File: src/sv/dmac_pkg.sv
`timescale 1ns / 1ps

package dmac_pkg;

   localparam int ACC_COUNT       = 4;
   localparam int ACC_INDEX_WIDTH = $clog2(ACC_COUNT);
   localparam int ACC_WIDTH       = 40;
   localparam int OPERAND_WIDTH   = 16;
   localparam int MUL_WIDTH       = OPERAND_WIDTH + 1;
   localparam int PRODUCT_WIDTH   = 2 * MUL_WIDTH;
   localparam int SUM_WIDTH       = ACC_WIDTH + 2;
   localparam int HALF_SHIFT      = 16;
   localparam int SEL_WIDTH       = 3;
   localparam int CSR_INDEX_WIDTH = 3;
   localparam int CSR_DATA_WIDTH  = 1;

   localparam logic [HALF_SHIFT-1:0] ROUND_HALF = 16'h8000;

   localparam logic signed [SUM_WIDTH-1:0] LIMIT_HI_WIDE   = 42'sh7F_FFFF_FFFF;
   localparam logic signed [SUM_WIDTH-1:0] LIMIT_LO_WIDE   = -42'sh80_0000_0000;
   localparam logic signed [SUM_WIDTH-1:0] LIMIT_HI_NARROW = 42'sh7FFF_FFFF;
   localparam logic signed [SUM_WIDTH-1:0] LIMIT_LO_NARROW = -42'sh8000_0000;

   typedef enum logic [CSR_INDEX_WIDTH-1:0] {
      CSR_FRACTIONAL_MODE  = 3'd0,
      CSR_CONVERGENT_ROUND = 3'd1,
      CSR_LEGACY_COMPAT    = 3'd2,
      CSR_OVERFLOW_DETECT  = 3'd3,
      CSR_SATURATE_ENABLE  = 3'd4,
      CSR_WIDE_MODE        = 3'd5
   } csr_index_type;

   typedef struct packed {
      logic fractional_mode;
      logic convergent_round;
      logic legacy_compat;
      logic overflow_detect;
      logic saturate_enable;
      logic wide_mode;
   } csr_type;

   typedef struct packed {
      logic [SEL_WIDTH-1:0]       x_select;
      logic [OPERAND_WIDTH-1:0]   x_operand;
      logic [SEL_WIDTH-1:0]       y_select;
      logic [OPERAND_WIDTH-1:0]   y_operand;
      logic [SEL_WIDTH-1:0]       acc_select;
      logic [ACC_INDEX_WIDTH-1:0] dest_select;
      logic                       unsigned_x;
      logic                       unsigned_y;
      logic                       subtract_mode;
      logic                       force_wide;
      logic                       round_enable;
      logic                       shift_accumulator;
   } req_fields_type;

endpackage

File: src/sv/dsp_multiply_accumulate_unit_top.sv
`timescale 1ns / 1ps

// Multiply-accumulate unit with four 40-bit accumulators and sticky overflow flags.
// A transaction is registered on acceptance and its result is registered when that
// stage advances, which waits while a result is held unread. One request is taken
// every cycle as long as results are drained. The accumulator file is written
// in the result stage, so each transaction sees the accumulators left by the one before
// it. The single 17x17 multiply, the 42-bit add and the limit compare sit in that one
// stage and set its timing. Write the control registers only while no transaction is
// in flight.
module dsp_multiply_accumulate_unit_top
   import dmac_pkg::*;
(
   input  logic                        clock,
   input  logic                        reset,

   input  logic                        req_valid,
   output logic                        req_ready,
   input  logic [SEL_WIDTH-1:0]        req_x_select,
   input  logic [OPERAND_WIDTH-1:0]    req_x_operand,
   input  logic [SEL_WIDTH-1:0]        req_y_select,
   input  logic [OPERAND_WIDTH-1:0]    req_y_operand,
   input  logic [SEL_WIDTH-1:0]        req_acc_select,
   input  logic [ACC_INDEX_WIDTH-1:0]  req_dest_select,
   input  logic                        req_unsigned_x,
   input  logic                        req_unsigned_y,
   input  logic                        req_subtract_mode,
   input  logic                        req_force_wide,
   input  logic                        req_round_enable,
   input  logic                        req_shift_accumulator,

   output logic                        rsp_valid,
   input  logic                        rsp_ready,
   output logic signed [ACC_WIDTH-1:0] rsp_result_value,
   output logic [ACC_INDEX_WIDTH-1:0]  rsp_result_dest,
   output logic                        rsp_overflowed,
   output logic [ACC_COUNT-1:0]        rsp_overflow_flags,

   input  logic                        csr_write_enable,
   input  logic [CSR_INDEX_WIDTH-1:0]  csr_index,
   input  logic [CSR_DATA_WIDTH-1:0]   csr_write_data
);

   csr_type                       csr_ff;
   logic                          stage_valid_ff;
   req_fields_type                stage_ff;
   req_fields_type                stage_in;
   logic [ACC_WIDTH-1:0]          acc_ff [ACC_COUNT];
   logic [ACC_COUNT-1:0]          sticky_ff;
   logic [ACC_COUNT-1:0]          sticky_in;
   logic                          rsp_valid_ff;
   logic signed [ACC_WIDTH-1:0]   result_value_ff;
   logic [ACC_WIDTH-1:0]          result_value_in;
   logic [ACC_INDEX_WIDTH-1:0]    result_dest_ff;
   logic                          overflowed_ff;
   logic                          overflowed_in;

   logic                          advance;
   logic                          req_take;
   logic signed [MUL_WIDTH-1:0]   x_value;
   logic signed [MUL_WIDTH-1:0]   y_value;
   logic signed [PRODUCT_WIDTH-1:0] product;
   logic signed [SUM_WIDTH-1:0]   scaled;
   logic [ACC_WIDTH-1:0]          acc_read;
   logic signed [SUM_WIDTH-1:0]   acc_term;
   logic signed [SUM_WIDTH-1:0]   sum;
   logic [HALF_SHIFT-1:0]         sum_low;
   logic                          round_add;
   logic signed [SUM_WIDTH-1:0]   round_tmp;
   logic signed [SUM_WIDTH-1:0]   value;
   logic signed [SUM_WIDTH-1:0]   limit_hi;
   logic signed [SUM_WIDTH-1:0]   limit_lo;
   logic                          over_hi;
   logic                          over_lo;

   function automatic logic signed [MUL_WIDTH-1:0] pick_operand(
      input logic [SEL_WIDTH-1:0]     sel,
      input logic [OPERAND_WIDTH-1:0] ext,
      input logic                     uns,
      input logic [ACC_WIDTH-1:0]     acc
   );
      logic signed [MUL_WIDTH-1:0] op;
      if (sel < SEL_WIDTH'(ACC_COUNT)) begin
         if (uns) begin
            op = {1'b0, acc[HALF_SHIFT +: OPERAND_WIDTH]};
         end else begin
            op = acc[HALF_SHIFT +: MUL_WIDTH];
         end
      end else begin
         if (uns) begin
            op = {1'b0, ext};
         end else begin
            op = {ext[OPERAND_WIDTH-1], ext};
         end
      end
      return op;
   endfunction

   assign advance   = stage_valid_ff && (!rsp_valid_ff || rsp_ready);
   assign req_ready = !stage_valid_ff || advance;
   assign req_take  = req_valid && req_ready;

   always_comb begin
      stage_in.x_select          = req_x_select;
      stage_in.x_operand         = req_x_operand;
      stage_in.y_select          = req_y_select;
      stage_in.y_operand         = req_y_operand;
      stage_in.acc_select        = req_acc_select;
      stage_in.dest_select       = req_dest_select;
      stage_in.unsigned_x        = req_unsigned_x;
      stage_in.unsigned_y        = req_unsigned_y;
      stage_in.subtract_mode     = req_subtract_mode;
      stage_in.force_wide        = req_force_wide;
      stage_in.round_enable      = req_round_enable;
      stage_in.shift_accumulator = req_shift_accumulator;
   end

   always_comb begin
      x_value = pick_operand(stage_ff.x_select, stage_ff.x_operand, stage_ff.unsigned_x,
                             acc_ff[stage_ff.x_select[ACC_INDEX_WIDTH-1:0]]);
      y_value = pick_operand(stage_ff.y_select, stage_ff.y_operand, stage_ff.unsigned_y,
                             acc_ff[stage_ff.y_select[ACC_INDEX_WIDTH-1:0]]);
      product = x_value * y_value;
      scaled  = SUM_WIDTH'(product);
      if (csr_ff.fractional_mode) begin
         scaled = scaled <<< 1;
      end

      acc_read = acc_ff[stage_ff.acc_select[ACC_INDEX_WIDTH-1:0]];
      if (stage_ff.shift_accumulator) begin
         acc_term = SUM_WIDTH'($signed(acc_read[ACC_WIDTH-1:HALF_SHIFT]));
      end else begin
         acc_term = SUM_WIDTH'($signed(acc_read));
      end

      if (stage_ff.acc_select < SEL_WIDTH'(ACC_COUNT)) begin
         sum = stage_ff.subtract_mode ? scaled - acc_term : scaled + acc_term;
      end else begin
         sum = scaled;
      end

      sum_low   = sum[HALF_SHIFT-1:0];
      round_add = 1'b1;
      if (csr_ff.convergent_round && !csr_ff.legacy_compat) begin
         round_add = (sum_low > ROUND_HALF) || (sum_low == ROUND_HALF && sum[HALF_SHIFT]);
      end
      round_tmp = sum + (round_add ? SUM_WIDTH'(ROUND_HALF) : '0);
      if (stage_ff.round_enable) begin
         value = {round_tmp[SUM_WIDTH-1:HALF_SHIFT], {HALF_SHIFT{1'b0}}};
      end else begin
         value = sum;
      end

      if (stage_ff.force_wide || csr_ff.wide_mode) begin
         limit_hi = LIMIT_HI_WIDE;
         limit_lo = LIMIT_LO_WIDE;
      end else begin
         limit_hi = LIMIT_HI_NARROW;
         limit_lo = LIMIT_LO_NARROW;
      end
      over_hi = value > limit_hi;
      over_lo = value < limit_lo;
      overflowed_in = (csr_ff.overflow_detect || csr_ff.saturate_enable) &&
                      (over_hi || over_lo);

      priority if (csr_ff.saturate_enable && over_hi) begin
         result_value_in = limit_hi[ACC_WIDTH-1:0];
      end else if (csr_ff.saturate_enable && over_lo) begin
         result_value_in = limit_lo[ACC_WIDTH-1:0];
      end else begin
         result_value_in = value[ACC_WIDTH-1:0];
      end

      sticky_in = sticky_ff;
      if (overflowed_in && csr_ff.overflow_detect) begin
         sticky_in[stage_ff.dest_select] = 1'b1;
      end
   end

   always_ff @(posedge clock) begin
      if (reset) begin
         csr_ff <= '0;
      end else if (csr_write_enable) begin
         unique case (csr_index)
            CSR_FRACTIONAL_MODE:  csr_ff.fractional_mode  <= csr_write_data[0];
            CSR_CONVERGENT_ROUND: csr_ff.convergent_round <= csr_write_data[0];
            CSR_LEGACY_COMPAT:    csr_ff.legacy_compat    <= csr_write_data[0];
            CSR_OVERFLOW_DETECT:  csr_ff.overflow_detect  <= csr_write_data[0];
            CSR_SATURATE_ENABLE:  csr_ff.saturate_enable  <= csr_write_data[0];
            CSR_WIDE_MODE:        csr_ff.wide_mode        <= csr_write_data[0];
            default: ;
         endcase
      end
   end

   always_ff @(posedge clock) begin
      if (reset) begin
         stage_valid_ff <= 1'b0;
      end else if (req_ready) begin
         stage_valid_ff <= req_valid;
      end
   end

   always_ff @(posedge clock) begin
      if (req_take) begin
         stage_ff <= stage_in;
      end
   end

   always_ff @(posedge clock) begin
      if (reset) begin
         for (int i = 0; i < ACC_COUNT; i++) begin
            acc_ff[i] <= '0;
         end
         sticky_ff <= '0;
      end else if (advance) begin
         acc_ff[stage_ff.dest_select] <= result_value_in;
         sticky_ff                    <= sticky_in;
      end
   end

   always_ff @(posedge clock) begin
      if (reset) begin
         rsp_valid_ff <= 1'b0;
      end else if (advance) begin
         rsp_valid_ff <= 1'b1;
      end else if (rsp_ready) begin
         rsp_valid_ff <= 1'b0;
      end
   end

   always_ff @(posedge clock) begin
      if (advance) begin
         result_value_ff <= $signed(result_value_in);
         result_dest_ff  <= stage_ff.dest_select;
         overflowed_ff   <= overflowed_in;
      end
   end

   assign rsp_valid          = rsp_valid_ff;
   assign rsp_result_value   = result_value_ff;
   assign rsp_result_dest    = result_dest_ff;
   assign rsp_overflowed     = overflowed_ff;
   assign rsp_overflow_flags = sticky_ff;

endmodule

File: config.mk
export PLATFORM = sky130hd
export DESIGN_NAME = dsp_multiply_accumulate_unit_top
export DESIGN_NICKNAME = d
export VERILOG_FILES = /design/src/sv/dmac_pkg.sv /design/src/sv/dsp_multiply_accumulate_unit_top.sv
export SDC_FILE = /design/constraint.sdc
export NUM_CORES = 1
export LEC_CHECK = 0
export BUFFER_PORTS_ARGS = -buffer_cell sky130_fd_sc_hd__buf_4
export CAP_MARGIN = 20
export CELL_PAD_IN_SITES_DETAIL_PLACEMENT = 0
export CELL_PAD_IN_SITES_GLOBAL_PLACEMENT = 2
export CORE_ASPECT_RATIO = 0.6
export CORE_MARGIN = 2
export CORE_UTILIZATION = 38
export DETAILED_ROUTE_END_ITERATION = 7
export GPL_ROUTABILITY_DRIVEN = 0
export PLACE_DENSITY = 0.74
export SYNTH_ARGS = -nofsm -noshare
export SYNTH_HDL_FRONTEND = slang
export SYNTH_SLANG_ARGS = --single-unit
File: constraint.sdc
create_clock -name clock -period 14.3 [get_ports clock]
set_input_delay 0.715 -clock clock [delete_from_list [all_inputs] [get_ports clock]]
set_output_delay 0.715 -clock clock [all_outputs]
set_load 0.02 [all_outputs]
# Word level (Yosys, flattened, before mapping)
# Memory sizes are Yosys's and may differ from the RTL's. A register that Yosys moved wholly into a read port is not among the register bits.
# Index checks and enable logic that the tools add are counted.
# word_totals
reg_bits	104
mem_bits_rw	160
in_bits	58
out_inout_bits	49
elab_cells	104
n_memories	1
# op_classes
add_sub_neg	3
mul	1
n_lt_le_gt_ge	8
n_eq_ne	6
muxes	32
bitwise_logic	1
n_reduce_logical	28
# memory_table
memory	depth	word_bits	read_ports	rd_clocked_by_memory_dff	wr	line	source
acc_ff	4	40	3	3	4	dsp_multiply_accumulate_unit_top.sv:48	logic [ACC_WIDTH-1:0] acc_ff [ACC_COUNT];
# op_table
operator	n
2-to-1 mux 42 bit	3
2-to-1 mux 40 bit	3
2-to-1 mux 39 bit	3
2-to-1 mux 17 bit	6
adder 42 x 16 -> 42 bit	1
> comparator 42 bit	1
less-than comparator 42 bit	1
adder 35 x 40 -> 41 bit	1
subtractor 35 x 40 -> 41 bit	1
OR reduction 40 bit	1
multiplier 17 x 17 -> 34 bit	1
2-to-1 mux 34 bit	1
== test 16 bit, second input constant	1
> comparator 16 bit, second input constant	1
2-to-1 mux 16 bit	1
AND reduction 2 bit	7
2-to-1 mux 1 bit	10
logical AND 1 bit	9
less-than comparator 3 bit, second input constant	3
2-to-1 mux 2 bit	4
== test 3 x 2 -> 1 bit, second input constant	2
== test 3 bit, second input constant	2
logical OR 1 bit	6
OR 4 bit	1
other kinds (7)	9

# Longest topological paths before layout
# logic_depth
ltp_word	19
ltp_mapped	64

# Worst setup path before layout
# Ideal clock, no wire load.
# synth_path
path_kind	register -> register
startpoint	register (tool-made name)
endpoint	memory acc_ff[0][30] (data pin)
setup_ns	0.265
arrival_time_ns	14.860
required_ns	14.035
path_slack_ns	-0.825
path_stages_with_launch	59
path_buffers	6
period_less_slack_ns	15.125
cell_sequence	dfxtp_1 -> buf_2 -> buf_1 -> mux4_2 -> mux2i_1 -> nor2_1 -> fa_1 -> inv_1 -> fa_1 -> fa_1 -> fa_1 -> inv_1 -> fa_1 -> inv_1 -> fa_1 -> inv_1 -> ha_1 -> clkbuf_1 -> (+23 left out) -> ha_1 -> nor3_1 -> nand3_1 -> or4_1 -> or4_1 -> or4_1 -> nor4_1 -> nand4bb_1 -> or4_1 -> nor4b_1 -> or4b_1 -> nor3_1 -> o22a_1 -> a21o_1 -> buf_4 -> buf_4 -> o21a_1 -> nor2_1
# synth_lines
element	line
to (decl)	dsp_multiply_accumulate_unit_top.sv:48

==> impl_summary.txt <==
----------------------------------------------------
[Clock tree]
  Clock latency on the worst-skew pair ... roughly 0.60 ns
  CTS tree ... done
  Maximum root-to-sink buffer count ... 3
  H-Tree Depth ... 1
  Clock transition at path regs ... 0.06 ns
  Sinks on Clock Net ... 270
  Cts-stage hold buffer count ... 0
  CTS root buffer ... clkbuf_16
  Number of buffers added by the clock tree synthesis step ... 29

[Setup path]
  Kind of start point of the critical path ... register
  Data arrival time of the critical path ... between 15 and 20 ns
  Required arrival time at the worst endpoint ... 14.64 ns
  Slowest cell on the critical path ... fa_1
  Cell type with the highest occurrence count on the critical path ... fa_1
  Delay contributed by the slowest stage of the critical path ... around 0.60 ns
  Crit Path Class ... register to register
  Critical Path Sink Type ... register
  Maximum fanout along the worst path ... 10

[Logic synthesis]
  Largest area contributor in the netlist ... edfxtp_1
  Cells taking the most area after synthesis ... edfxtp_1 (25%), fa_1 (20%), ha_1 (5.6%)
  Syn_nets ... 3593
  Post-synthesis cell count ... about 3100
  Library cells used by synthesis ... roughly 120
  Synthesized cell area ... 0.0303 sq mm
  Most instantiated cells after synthesis ... inv_1 (409), nor2_1 (345), fa_1 (297), edfxtp_1 (252), nand2_1 (236)
  Count leader, synth ... inv_1
  Main flop type after synthesis ... edfxtp_1
  Fraction of registers with async set/reset ... 0%
  Count of flip-flops with a built-in enable after synthesis ... approximately 250
  Sequential share of the synthesized area ... 26.2%
  Warnings from Yosys ... 0
  Area fraction of the dominant cell type after synthesis ... 25.0%
  Total of flip-flops plus latches after synthesis ... 270
  Mean instance size in the synthesized netlist ... roughly 9.8 sq um

[Detailed routing]
  WL per Instance ... ~25 microns
  DRC violation count after routing ... 0
  Number of search-and-repair iterations in the first detailed-routing pass ... 8
  DR vias/cell ... roughly 5.7
  Number of DRC markers after the initial detailed-route iteration ... just under 3000
  Total vias in the final route ... around 28000
  Post-DRT Antenna Nets ... 0
  Wire length after detailed routing ... 120000 microns

[Floorplanning]
  Width of the die ... 369 microns
  I/O pin cnt ... between 100 and 150
  Core area ... ~0.079 sq mm
  Die ar. ... about 0.082 sq mm
  Initial Utilization ... a little under two fifths
  Std-Cell Rows ... 80
  Chip height ... ~220 microns

[Placement]
  DP Wirelength ... 96300 microns
  Number of buffers inserted by port buffering ... roughly 110

[GRT]
  Vias in the first global route ... 27046
  Global route overflow ... 0
  Maximum number of pins on one net before global-route repair ... 61
  Tot GR Track Use ... roughly 29%
  First-pass GRT wire length ... roughly 180000 microns
  Antenna violations before repair ... 2

[Cells and area]
  Area grow syn2layout ... 34.1%
  Total Nets Final ... about 4300
  Area of the multi-input gates ... 0.0223 sq mm
  Number of filler instances in the final layout ... 7277
  Area taken by flip-flops and latches ... 0.00794 sq mm
  Fraction of layout cells with a size suffix above 1 ... 35.7%
  Utilization of the core after routing ... roughly 50%

[STA]
  Post-route worst setup slack ... -0.379 ns
  Transition time at the pin with the least slew margin ... just over 1 ns
  Slew headroom ... a little under a third
  Final min period ... ~15 ns
  Hold Violations, Final ... 0
  Period Utilization, post-route ... 103%
  Highest clock frequency the design can meet ... between 0.06 and 0.07 GHz
  Finish-stage setup viols ... between 150 and 200
  Worst Clk Skew ... approximately 0.014 ns
  Unrepaired setup endpoints after global routing ... yes
  Final Slew Violations ... 0

[Job]
  Number of max-cap violations ... 0

[Run status]
  Failing checks ... negative setup slack
  Status ... finished with violations

[Min path]
  HP Class ... input pin to register

----------------------------------------------------
-- metrics by stage --
stage | instance area [sq um] | setup TNS [ns] | cells | worst slack, ns | hold WS (ns)
2_1_floorplan | 30400 | 0 | 3103 | 0.00637 | 0.448
3_3_place_gp | 36600 | -209.11 | 4716 | -1.16 | 0.447
3_5_place_dp | 36600 | -225.92 | 4716 | -1.25 | 0.458
4_1_cts | 39800 | -8.84 | 4844 | -0.106 | 0.269
5_1_grt | 40700 | -161.82 | 4869 | -0.930 | 0.277
6_report | 40700 | -51.12 | 4870 | -0.379 | 0.295
-- routing by layer --
| metal | wire (microns) | GRT usage [%] | share of wire [%] |
|---|---|---|---|
| met1 | 56200 | 45.4 | 47 |
| met3 | 17500 | 12.0 | 15 |
| met2 | 44300 | 36.1 | 37 |
| met5 | 0 | 0 | 0 |
| met4 | 2100 | 4.73 | 1.7 |
-- placed cells by master (no fill, tap or decap), drive strengths merged, types with 9 or more instances in the layout --
cell | netlist | layout
o21a | 30 | 30
o211ai | 16 | 16
nor4 | 17 | 17
nor2b | 13 | 13
a21o | 47 | 47
mux2 | 52 | 52
inv | 410 | 412
a31oi | 25 | 25
nand2 | 237 | 237
xnor2 | 67 | 67
clkbuf | 89 | 39
or3 | 25 | 25
and2 | 23 | 23
nor4b | 9 | 9
mux2i | 95 | 95
nor3 | 75 | 75
xor2 | 49 | 49
and3 | 18 | 18
a41oi | 9 | 9
ha | 135 | 135
o22ai | 21 | 21
or2 | 20 | 20
a21boi | 15 | 15
nand2b | 30 | 30
nand3 | 35 | 35
clkinv | 2 | 15
a21oi | 131 | 131
a211oi | 30 | 30
mux4 | 67 | 67
o31ai | 10 | 10
o32ai | 10 | 10
nor2 | 345 | 345
buf | 49 | 781
fa | 297 | 297
o21ai | 166 | 166
edfxtp | 252 | 252
nand4 | 21 | 21
dfxtp | 18 | 18
-- what timing repair did --
item                                    4_1_cts  5_1_grt
pin swaps                                   168       40
buffers inserted                             78       19
endpoints found under the setup margin      200      200
gates resized for setup                     358      155
gates cloned                                  1        4
-- flip-flops by register name (all words and copies together) (netlist names), named ones only --
name / cells
rsp_overflowed: 1
stage_ff: 49
rsp_overflow_flags: 4
rsp_result_dest: 2
csr_ff: 6
rsp_valid: 1
rsp_result_value: 40
acc_ff: 160
stage_valid_ff: 1
-- path summary, 6_finish.rpt --
check | from | end | slack [ns] | cells past startpoint
setup / recovery | register | acc_ff[2][7]$_SDFFCE_PN0P_ | -0.38 | 57
hold / removal | req_acc_select[2] | stage_ff[10]$_DFFE_PP_ | 0.29 | 1
setup reg to reg | register | acc_ff[2][7]$_SDFFCE_PN0P_ | -0.38 | 57
hold reg to reg | rsp_overflow_flags[2]$_SDFFE_PP0P_ | rsp_overflow_flags[2]$_SDFFE_PP0P_ | 0.46 | 2
-- worst max-delay path, delay by kind of cell (launching register included) --
kind,cells,cell delay (ns)
buf+inv,10,1.14
simple gates,18,4.23
compound gates,17,3.54
flops,1,0.35
fa+ha+maj,9,4.07
mux,3,1.05
-- layout make-up --
class | count | share of cell area [%]
multi-input combinational | 2283 | 54.8
sequential | 270 | 19.5
timing repair buffer | 785 | 16.3
inverter | 412 | 3.83
tap | 1066 | 3.28
clock buffer | 36 | 1.85
clock inverter | 17 | 0.342
antenna | 1 | 0.00616
-- kinds of logic after synthesis --
logic type	share of synthesized area (%)
flops	26.2
xor+xnor	3.54
mux	10.1
buf+inv	7.18
simple gates	14.4
fa+ha+maj	25.3
compound gates	13.4
Power is left out: the tool's default activity adds up to more than one toggle a clock period on the data nets, which glitch-free logic cannot reach.
